File: src/bsm_pkg.sv
// ----------------------------------------------------------------------------
// Buffer slot manager package
// Request and status codes, slot record types and field widths.
// ----------------------------------------------------------------------------
package bsm_pkg;

    localparam int SLOTS_DEF = 16;

    localparam int OP_W    = 3;
    localparam int IDX_W   = 4;
    localparam int STAMP_W = 32;
    localparam int STS_W   = 2;
    localparam int CFG_W   = 5;
    localparam int IN_W    = 40;  // 39 bits of fields, padded to 5 bytes
    localparam int OUT_W   = 8;   // 7 bits of fields, padded to 1 byte

    localparam logic [CFG_W-1:0]   CFG_RESET = 5'd16;
    localparam logic [STAMP_W-1:0] TIME_MAX  = 32'hFFFF_FFFF;

    // request codes
    localparam logic [OP_W-1:0] OP_ALLOC   = 3'd0;
    localparam logic [OP_W-1:0] OP_MARK    = 3'd1;
    localparam logic [OP_W-1:0] OP_OLDEST  = 3'd2;
    localparam logic [OP_W-1:0] OP_NEWEST  = 3'd3;
    localparam logic [OP_W-1:0] OP_RELEASE = 3'd4;
    localparam logic [OP_W-1:0] OP_PURGE   = 3'd5;

    // slot states
    localparam logic [1:0] SLOT_EMPTY  = 2'd0;
    localparam logic [1:0] SLOT_FILLED = 2'd1;
    localparam logic [1:0] SLOT_LOCKED = 2'd2;

    // result status codes
    localparam logic [STS_W-1:0] RS_OK   = 2'd0;
    localparam logic [STS_W-1:0] RS_NONE = 2'd1;
    localparam logic [STS_W-1:0] RS_BUSY = 2'd2;

    typedef struct packed {
        logic [1:0]         st;
        logic [STAMP_W-1:0] stamp;
    } t_rec;

    typedef struct packed {
        logic shift;
        logic clear;
    } t_cell_ctl;

    typedef struct packed {
        logic fe_found;      // an active empty slot was seen
        logic best_found;    // a filled slot beat the running best
        logic hint_empty;    // hinted slot is active and empty
        logic slot0_locked;  // slot 0 is locked
    } t_scan_flags;

endpackage

File: src/bsm_cell.sv
// ----------------------------------------------------------------------------
// Buffer slot cell
// Holds one slot record; rotates to its neighbor, takes a direct write or clears to empty.
// ----------------------------------------------------------------------------
module bsm_cell (
    input  logic              i_clk,
    input  logic              i_rst_n,
    input  bsm_pkg::t_cell_ctl i_ctl,
    input  logic              i_wr,
    input  bsm_pkg::t_rec     i_wr_rec,
    input  bsm_pkg::t_rec     i_next,
    output bsm_pkg::t_rec     o_rec
);
    import bsm_pkg::*;

    logic [1:0]         r_st;
    logic [STAMP_W-1:0] r_stamp;

    always_ff @(posedge i_clk) begin
        if (!i_rst_n) begin
            r_st <= SLOT_EMPTY;
        end else if (i_ctl.clear) begin
            r_st <= SLOT_EMPTY;
        end else if (i_wr) begin
            r_st <= i_wr_rec.st;
        end else if (i_ctl.shift) begin
            r_st <= i_next.st;
        end
    end

    // stamp of an empty slot is never compared
    always_ff @(posedge i_clk) begin
        if (i_ctl.clear) begin
            r_stamp <= '0;
        end else if (i_wr) begin
            r_stamp <= i_wr_rec.stamp;
        end else if (i_ctl.shift) begin
            r_stamp <= i_next.stamp;
        end
    end

    assign o_rec = '{st: r_st, stamp: r_stamp};

endmodule

File: src/bsm_scan.sv
// ----------------------------------------------------------------------------
// Buffer slot scan unit
// Looks at the ring head once per cycle while stepping: first empty, oldest or newest.
// ----------------------------------------------------------------------------
module bsm_scan #(
    parameter  int SLOTS = bsm_pkg::SLOTS_DEF,
    localparam int CW    = (SLOTS > 1) ? $clog2(SLOTS) : 1,
    localparam int KW0   = $clog2(SLOTS + 1),
    localparam int KW    = (KW0 > bsm_pkg::CFG_W) ? KW0 : bsm_pkg::CFG_W
) (
    input  logic                     i_clk,
    input  logic                     i_init,
    input  logic                     i_newest,
    input  logic                     i_step,
    input  bsm_pkg::t_rec            i_rec,
    input  logic [KW-1:0]            i_k,
    input  logic [KW-1:0]            i_n,
    input  logic [bsm_pkg::IDX_W-1:0] i_hint_slot,
    output bsm_pkg::t_scan_flags     o_flags,
    output logic [CW-1:0]            o_fe_idx,
    output logic [CW-1:0]            o_best_idx,
    output logic [bsm_pkg::STAMP_W-1:0] o_best_time
);
    import bsm_pkg::*;

    t_scan_flags        r_flags;
    logic [CW-1:0]      r_fe_idx;
    logic [CW-1:0]      r_best_idx;
    logic [STAMP_W-1:0] r_best_time;
    logic               r_newest;

    logic w_active;
    logic w_better;

    assign w_active = (i_k < i_n);
    assign w_better = r_newest ? (i_rec.stamp > r_best_time)
                               : (i_rec.stamp < r_best_time);

    always_ff @(posedge i_clk) begin
        if (i_init) begin
            r_flags     <= '0;
            r_fe_idx    <= '0;
            r_best_idx  <= '0;
            r_best_time <= i_newest ? '0 : TIME_MAX;
            r_newest    <= i_newest;
        end else if (i_step) begin
            if (w_active && i_rec.st == SLOT_EMPTY && !r_flags.fe_found) begin
                r_flags.fe_found <= 1'b1;
                r_fe_idx         <= CW'(i_k);
            end
            if (w_active && i_k == KW'(i_hint_slot)) begin
                r_flags.hint_empty <= (i_rec.st == SLOT_EMPTY);
            end
            if (i_k == '0) begin
                r_flags.slot0_locked <= (i_rec.st == SLOT_LOCKED);
            end
            // strict compare, lowest index keeps a tie
            if (w_active && i_rec.st == SLOT_FILLED && w_better) begin
                r_flags.best_found <= 1'b1;
                r_best_idx         <= CW'(i_k);
                r_best_time        <= i_rec.stamp;
            end
        end
    end

    assign o_flags     = r_flags;
    assign o_fe_idx    = r_fe_idx;
    assign o_best_idx  = r_best_idx;
    assign o_best_time = r_best_time;

endmodule

File: src/buffer_slot_manager.sv
// ----------------------------------------------------------------------------
// Buffer slot manager
// Slot pool with allocate, mark, take oldest/newest, release and purge.
// ----------------------------------------------------------------------------
// Allocate, take-oldest and take-newest: the request goes through the scan
// state (the slot ring rotates one cell per cycle past the scan unit) and
// then the finish step, which registers the result beat and returns to idle.
// Mark, release, purge and unused codes go straight to the finish step.
// One request in flight; an untaken result holds the next request in its
// finish step. Reset empties every slot; slots_in_use -> 16.
// ----------------------------------------------------------------------------
module buffer_slot_manager #(
    parameter int SLOTS = bsm_pkg::SLOTS_DEF
) (
    input  logic                      i_clk,
    input  logic                      i_rst_n,
    // request beats: op [2:0], slot_index [6:3], stamp [38:7]
    input  logic                      i_s_tvalid,
    output logic                      o_s_tready,
    input  logic [bsm_pkg::IN_W-1:0]  i_s_tdata,
    // result beats: result_slot [3:0], status [5:4], evicted [6]
    output logic                      o_m_tvalid,
    input  logic                      i_m_tready,
    output logic [bsm_pkg::OUT_W-1:0] o_m_tdata,
    // slots_in_use register write
    input  logic                      i_cfg_valid,
    output logic                      o_cfg_ready,
    input  logic [bsm_pkg::CFG_W-1:0] i_cfg_data
);
    import bsm_pkg::*;

    localparam int CW  = (SLOTS > 1) ? $clog2(SLOTS) : 1;
    localparam int KW0 = $clog2(SLOTS + 1);
    localparam int KW  = (KW0 > CFG_W) ? KW0 : CFG_W;

    typedef enum logic [1:0] {S_IDLE, S_SCAN, S_FINISH} t_state;

    t_state             r_state;
    logic [CW-1:0]      r_cnt;
    logic [OP_W-1:0]    r_op;
    logic [IDX_W-1:0]   r_idx;
    logic [STAMP_W-1:0] r_stamp;
    logic [CFG_W-1:0]   r_cfg;
    logic               r_hint_valid;
    logic [IDX_W-1:0]   r_hint_slot;
    logic               r_o_valid;
    logic [OUT_W-1:0]   r_o_data;

    // ring of slot cells; cell 0 is the head seen by the scan unit
    t_rec       w_ring [SLOTS];
    t_cell_ctl  w_ctl;
    logic       w_wr_en;
    logic [KW-1:0] w_tgt;
    t_rec       w_wr_rec;

    // incoming beat fields
    logic [OP_W-1:0] w_in_op;
    logic            w_accept;
    logic            w_scan_op;

    // scan unit results
    t_scan_flags        w_flags;
    logic [CW-1:0]      w_fe_idx;
    logic [CW-1:0]      w_best_idx;
    logic [STAMP_W-1:0] w_best_time;

    // finish stage
    logic [KW-1:0]    w_n;
    logic             w_idx_ok;
    logic             w_fire;
    logic [IDX_W-1:0] w_res;
    logic [STS_W-1:0] w_status;
    logic             w_ev;
    logic             w_set_hint;

    assign w_in_op   = i_s_tdata[OP_W-1:0];
    assign w_accept  = i_s_tvalid && (r_state == S_IDLE);
    assign w_scan_op = (w_in_op == OP_ALLOC) || (w_in_op == OP_OLDEST) ||
                       (w_in_op == OP_NEWEST);

    // active count: 0 acts as 1, anything above SLOTS as SLOTS
    always_comb begin
        if (r_cfg == '0) begin
            w_n = KW'(1);
        end else if (KW'(r_cfg) > KW'(SLOTS)) begin
            w_n = KW'(SLOTS);
        end else begin
            w_n = KW'(r_cfg);
        end
    end

    assign w_idx_ok = (KW'(r_idx) < w_n);
    assign w_fire   = (r_state == S_FINISH) && (!r_o_valid || i_m_tready);

    genvar gi;
    generate
        for (gi = 0; gi < SLOTS; gi++) begin : g_cell
            logic w_wr_here;
            assign w_wr_here = w_wr_en && (w_tgt == KW'(gi));
            bsm_cell u_cell (
                .i_clk    (i_clk),
                .i_rst_n  (i_rst_n),
                .i_ctl    (w_ctl),
                .i_wr     (w_wr_here),
                .i_wr_rec (w_wr_rec),
                .i_next   (w_ring[(gi + 1) % SLOTS]),
                .o_rec    (w_ring[gi])
            );
        end
    endgenerate

    bsm_scan #(.SLOTS(SLOTS)) u_scan (
        .i_clk       (i_clk),
        .i_init      (w_accept),
        .i_newest    (w_in_op == OP_NEWEST),
        .i_step      (r_state == S_SCAN),
        .i_rec       (w_ring[0]),
        .i_k         (KW'(r_cnt)),
        .i_n         (w_n),
        .i_hint_slot (r_hint_slot),
        .o_flags     (w_flags),
        .o_fe_idx    (w_fe_idx),
        .o_best_idx  (w_best_idx),
        .o_best_time (w_best_time)
    );

    // Finish: after SLOTS shifts the ring is back in index order, so a
    // single slot update goes straight to its cell by index; purge clears all.
    always_comb begin
        w_ctl.shift = (r_state == S_SCAN);
        w_ctl.clear = 1'b0;
        w_wr_en     = 1'b0;
        w_tgt       = KW'(r_idx);
        w_wr_rec    = '{st: SLOT_EMPTY, stamp: '0};
        w_res       = '0;
        w_status    = RS_OK;
        w_ev        = 1'b0;
        w_set_hint  = 1'b0;
        case (r_op)
            OP_ALLOC: begin
                if (r_hint_valid && w_flags.hint_empty) begin
                    w_res = r_hint_slot;
                end else if (w_flags.fe_found) begin
                    w_res = IDX_W'(w_fe_idx);
                end else if (w_flags.best_found) begin
                    // victim is filled: evict it
                    w_res   = IDX_W'(w_best_idx);
                    w_tgt   = KW'(w_best_idx);
                    w_wr_en = w_fire;
                    w_ev    = 1'b1;
                end else if (w_flags.slot0_locked) begin
                    w_status = RS_BUSY;
                end else begin
                    // no stamp beat the start value: slot 0 goes
                    w_tgt   = '0;
                    w_wr_en = w_fire;
                    w_ev    = 1'b1;
                end
            end
            OP_MARK: begin
                w_wr_en  = w_fire && w_idx_ok;
                w_wr_rec = '{st: SLOT_FILLED, stamp: r_stamp};
            end
            OP_OLDEST, OP_NEWEST: begin
                if (w_flags.best_found) begin
                    w_res    = IDX_W'(w_best_idx);
                    w_tgt    = KW'(w_best_idx);
                    w_wr_en  = w_fire;
                    w_wr_rec = '{st: SLOT_LOCKED, stamp: w_best_time};
                end else begin
                    w_status = RS_NONE;
                end
            end
            OP_RELEASE: begin
                w_wr_en    = w_fire && w_idx_ok;
                w_set_hint = w_idx_ok;
            end
            OP_PURGE: begin
                w_ctl.clear = w_fire;
            end
            default: begin
            end
        endcase
    end

    always_ff @(posedge i_clk) begin
        if (!i_rst_n) begin
            r_state      <= S_IDLE;
            r_cnt        <= '0;
            r_cfg        <= CFG_RESET;
            r_hint_valid <= 1'b0;
            r_hint_slot  <= '0;
            r_o_valid    <= 1'b0;
        end else begin
            if (i_cfg_valid) begin
                r_cfg <= i_cfg_data;
            end
            // a new beat replaces one leaving in the same cycle
            if (w_fire) begin
                r_o_valid <= 1'b1;
            end else if (r_o_valid && i_m_tready) begin
                r_o_valid <= 1'b0;
            end
            case (r_state)
                S_IDLE: begin
                    if (w_accept) begin
                        r_op    <= w_in_op;
                        r_idx   <= i_s_tdata[OP_W +: IDX_W];
                        r_stamp <= i_s_tdata[OP_W + IDX_W +: STAMP_W];
                        r_cnt   <= '0;
                        r_state <= w_scan_op ? S_SCAN : S_FINISH;
                    end
                end
                S_SCAN: begin
                    r_cnt <= r_cnt + 1'b1;
                    if (r_cnt == CW'(SLOTS - 1)) begin
                        r_state <= S_FINISH;
                    end
                end
                S_FINISH: begin
                    if (w_fire) begin
                        r_o_data  <= {1'b0, w_ev, w_status, w_res};
                        if (r_op == OP_ALLOC) begin
                            r_hint_valid <= 1'b0;
                        end
                        if (w_set_hint) begin
                            r_hint_valid <= 1'b1;
                            r_hint_slot  <= r_idx;
                        end
                        r_state <= S_IDLE;
                    end
                end
                default: begin
                    r_state <= S_IDLE;
                end
            endcase
        end
    end

    assign o_s_tready  = (r_state == S_IDLE);
    assign o_m_tvalid  = r_o_valid;
    assign o_m_tdata   = r_o_data;
    assign o_cfg_ready = 1'b1;

endmodule

File: config.mk
export PLATFORM = sky130hd
export DESIGN_NAME = buffer_slot_manager
export DESIGN_NICKNAME = d
export VERILOG_FILES = /design/src/bsm_pkg.sv /design/src/bsm_cell.sv /design/src/bsm_scan.sv /design/src/buffer_slot_manager.sv
export SDC_FILE = /design/constraint.sdc
export NUM_CORES = 1
export LEC_CHECK = 0
export BUFFER_PORTS_ARGS = -buffer_cell sky130_fd_sc_hd__buf_2
export CAP_MARGIN = 20
export CORE_MARGIN = 4
export CORE_UTILIZATION = 60
export DETAILED_ROUTE_END_ITERATION = 12
export PLACE_DENSITY = 0.77
export SYNTH_ARGS = -nofsm -noshare
export SYNTH_HDL_FRONTEND = slang
export SYNTH_HIERARCHICAL = 1
export SYNTH_SLANG_ARGS = --single-unit
File: constraint.sdc
create_clock -name i_clk -period 4.5 [get_ports i_clk]
set_input_delay 0.9 -clock i_clk [delete_from_list [all_inputs] [get_ports i_clk]]
set_output_delay 0.9 -clock i_clk [all_outputs]
set_load 0.1 [all_outputs]
==> results.md <==
- Max Freq: 281 MHz
- Power per Cell Area: 589 nW/µm²
- Root Driver: clkbuf_16
- Setup TNS: 0 ps
- Post-Syn Area: 34100 µm²
- Initial antenna violation count: 3
- CP max stage delay: 490 ps
- Clock sinks: 652
- Routed vias: 23100
- Post-synth top area share: 33.7%
- Placed Area: 34100 µm²
- Vias in the first global route: 23400
- Core area: 56300 µm²
- CP startpoint kind: register
- CTS Hold Buffers Added: 0
- Via density: 6.19
- Min Tclk post-route: 3560 ps
- Final worst clock skew: 18.2 ps
- Post-layout nets: 3006
- CTS tree: yes
- Mean post-synth cell area: 11.4 µm²
- Row cnt: 87
- Slowest cell on crit path: buf_4
- Commonest register cell after synthesis: dfxtp_1
- Arr. time, crit path: 3790 ps
- Yosys reg bits: 652
- Area leader, netlist: dfxtp_1
- Worst hold slack: 475 ps
- Starting Density: 60.5%
- Final Cell Area: 36400 µm²
- Die footprint: 60700 µm²
- Final-report max-slew violation count: 0
- Drt wl/cell: 23.0 µm
- Worst-Margin Slew: 1120 ps
- Final setup fails: 0
- RSZ-0062 raised after global routing: false
- GPL Wtd Cong: 0.860
- Share of cells above drive strength 1: 25.2%
- Setup crit end kind: register
- Port Buffers: 57
- Post-synth ARST share: 0%
- # Post-CTS Setup Buffers: 0
- Post-DP HPWL: 50.2 mm
- Total wire length: 85.5 mm
- WP buf/inv: 3
- Peak VDD IR: 0.399 mV
- WP data required: 4730 ps
- Cell variety after synth: 66
- GRT Util Overall: 27.7%
- H-Tree Depth: 3
- DRT antenna net count: 0
- CP cell instances: inv_1 -> ha_1 -> a21oi_1 -> o21ai_0 -> a221oi_1 -> a31oi_1 -> nor3_1 -> buf_4 -> mux2_4 -> nand2_1 -> buf_4
- Seq/Total Area, Yosys: 40.6%
- CP Class: register to register
- Detailed-route DRC error count: 0
- Grt ovf: 0
- Die height: 246 µm
- Worst relative slew slack: 25.1%
- Leak: 13.6 nW
- Mapped Cells: 2978
- Final hold viol count: 0
- Final period util: 79.1%
- Largest net degree at the start of global routing: 163
- Max cap viols: 0
- First-pass DRT Iterations: 5
- Largest cells by area after synthesis: dfxtp_1, a211oi_2, mux2i_1
- Worst-Skew Late Latency: 600 ps
- Hold crit path type: input port to register
- I/O Pins: 61
- Area Growth Syn to Fin: 6.87%
- Initial drt markers: 1957
- Number of enable flip-flop cells after synthesis: 79
- Num CTS Buffers: 70
- First-pass GRT wire length: 133 mm
- Die Width: 246 µm
- Largest delay contributor family on the critical path: compound AO/OA/AOI/OAI gates
- Status: finished clean
- Placed Instances: 3600
- Fin cells: 3726
- YS warnings: 6
- Reg clk slew, reported paths: 60 ps
- CTS Buffer Depth: 3
- Total power: 21.4 mW
- Crit-path max FO: 32
- CP dominant cell by count: buf_4
- Post-CTS Resized: 0
-- Yosys cell counts (3+ instances only) --
cell / number
ha_1: 40
a211oi_1: 68
a32o_1: 4
o31ai_1: 4
a31oi_1: 4
buf_12: 48
nor2b_1: 551
clkbuf_1: 84
o21ai_0: 14
nor2_1: 51
nand4_1: 8
buf_6: 17
nand2_1: 35
mux2i_1: 557
inv_1: 51
a221o_1: 3
inv_2: 16
a21oi_1: 29
nand3b_1: 4
nor3_1: 7
o2111ai_1: 3
nand2b_1: 24
o21a_1: 31
buf_2: 97
nor4_1: 3
nand3_1: 9
edfxtp_1: 79
a22o_1: 32
dfxtp_1: 573
a211oi_2: 480
and3_1: 3
xor2_1: 3
-- where the power goes --
group | switching, mW | internal, mW
logic | 2.22 | 3.46
registers | 1.55 | 8.49
clock network | 2.32 | 3.39
-- stage by stage --
step | util (%) | setup slack (ps)
after floorplan | - | 1130
after global placement | 60.5 | 1060
after detailed placement | 60.6 | 1010
after CTS | 64.7 | 982
after global routing | 64.7 | 826
final | 64.7 | 942
-- worst register-to-register path: cells and delay by family, from the launching register on --
family	cells	cell delay, ps
AND/OR/NAND/NOR	2	410
multiplexers	1	340
AO/OA/AOI/OAI	4	980
flip-flops	1	410
buffers and inverters	3	780
adder cells (fa/ha/maj)	1	240
-- cell usage in the layout (no fill, tap or decap), types with 35 or more instances in the layout --
cell | synthesis | layout
dfxtp_1 | 573 | 573
nand2_1 | 35 | 35
mux2i_1 | 557 | 557
ha_1 | 40 | 40
clkbuf_16 | 0 | 73
a211oi_1 | 68 | 68
buf_2 | 97 | 57
edfxtp_1 | 79 | 79
a211oi_2 | 480 | 480
inv_1 | 51 | 50
nor2b_1 | 551 | 551
-- state kept, by name (all words and copies together) (netlist names) --
signal,flops
r_state,2
u_scan/r_newest,1
g_cell.u_cell/r_stamp,512
r_cfg,5
u_scan/o_best_time,32
r_idx,4
o_m_tvalid,1
r_hint_valid,1
r_hint_slot,4
o_m_tdata,7
u_scan/o_flags,4
r_op,3
u_scan/o_fe_idx,4
g_cell.u_cell/r_st,32
r_cnt,4
r_stamp,32
u_scan/o_best_idx,4
-- cell type report --
type | instances | area [µm²]
Fill cell | 4253 | 19900
Multi-Input combinational cell | 2011 | 18100
Sequential cell | 652 | 13800
Clock buffer | 105 | 2100
Timing Repair Buffer | 114 | 1010
Tap cell | 756 | 946
Inverter | 67 | 259
Clock inverter | 19 | 181
Antenna cell | 2 | 5.00
-- path summary, 6_finish.rpt --
path                          from                      to  slack, ps  depth (start not counted)
max          u_scan/o_best_time[5]  u_scan/o_best_time[19]        940                         11
min                  i_s_tdata[15]              r_stamp[8]        470                          1
max reg2reg  u_scan/o_best_time[5]  u_scan/o_best_time[19]        940                         11
min reg2reg     u_scan/o_fe_idx[2]      u_scan/o_fe_idx[2]        490                          2
-- cell families after synthesis --
family,synth area share [%]
multiplexers,16.5
flip-flops,40.6
AO/OA/AOI/OAI,22.3
AND/OR/NAND/NOR,12.5
other,0.0220
XOR/XNOR,0.103
adder cells (fa/ha/maj),1.47
buffers and inverters,6.54
-- routing by layer --
layer	part of all wire [%]	GRT usage, %
met1	43	36.4
met2	48	46.3
met3	6.1	4.31
met4	3.2	9.98
met5	0	0
Power figures use the tool's default switching activity.
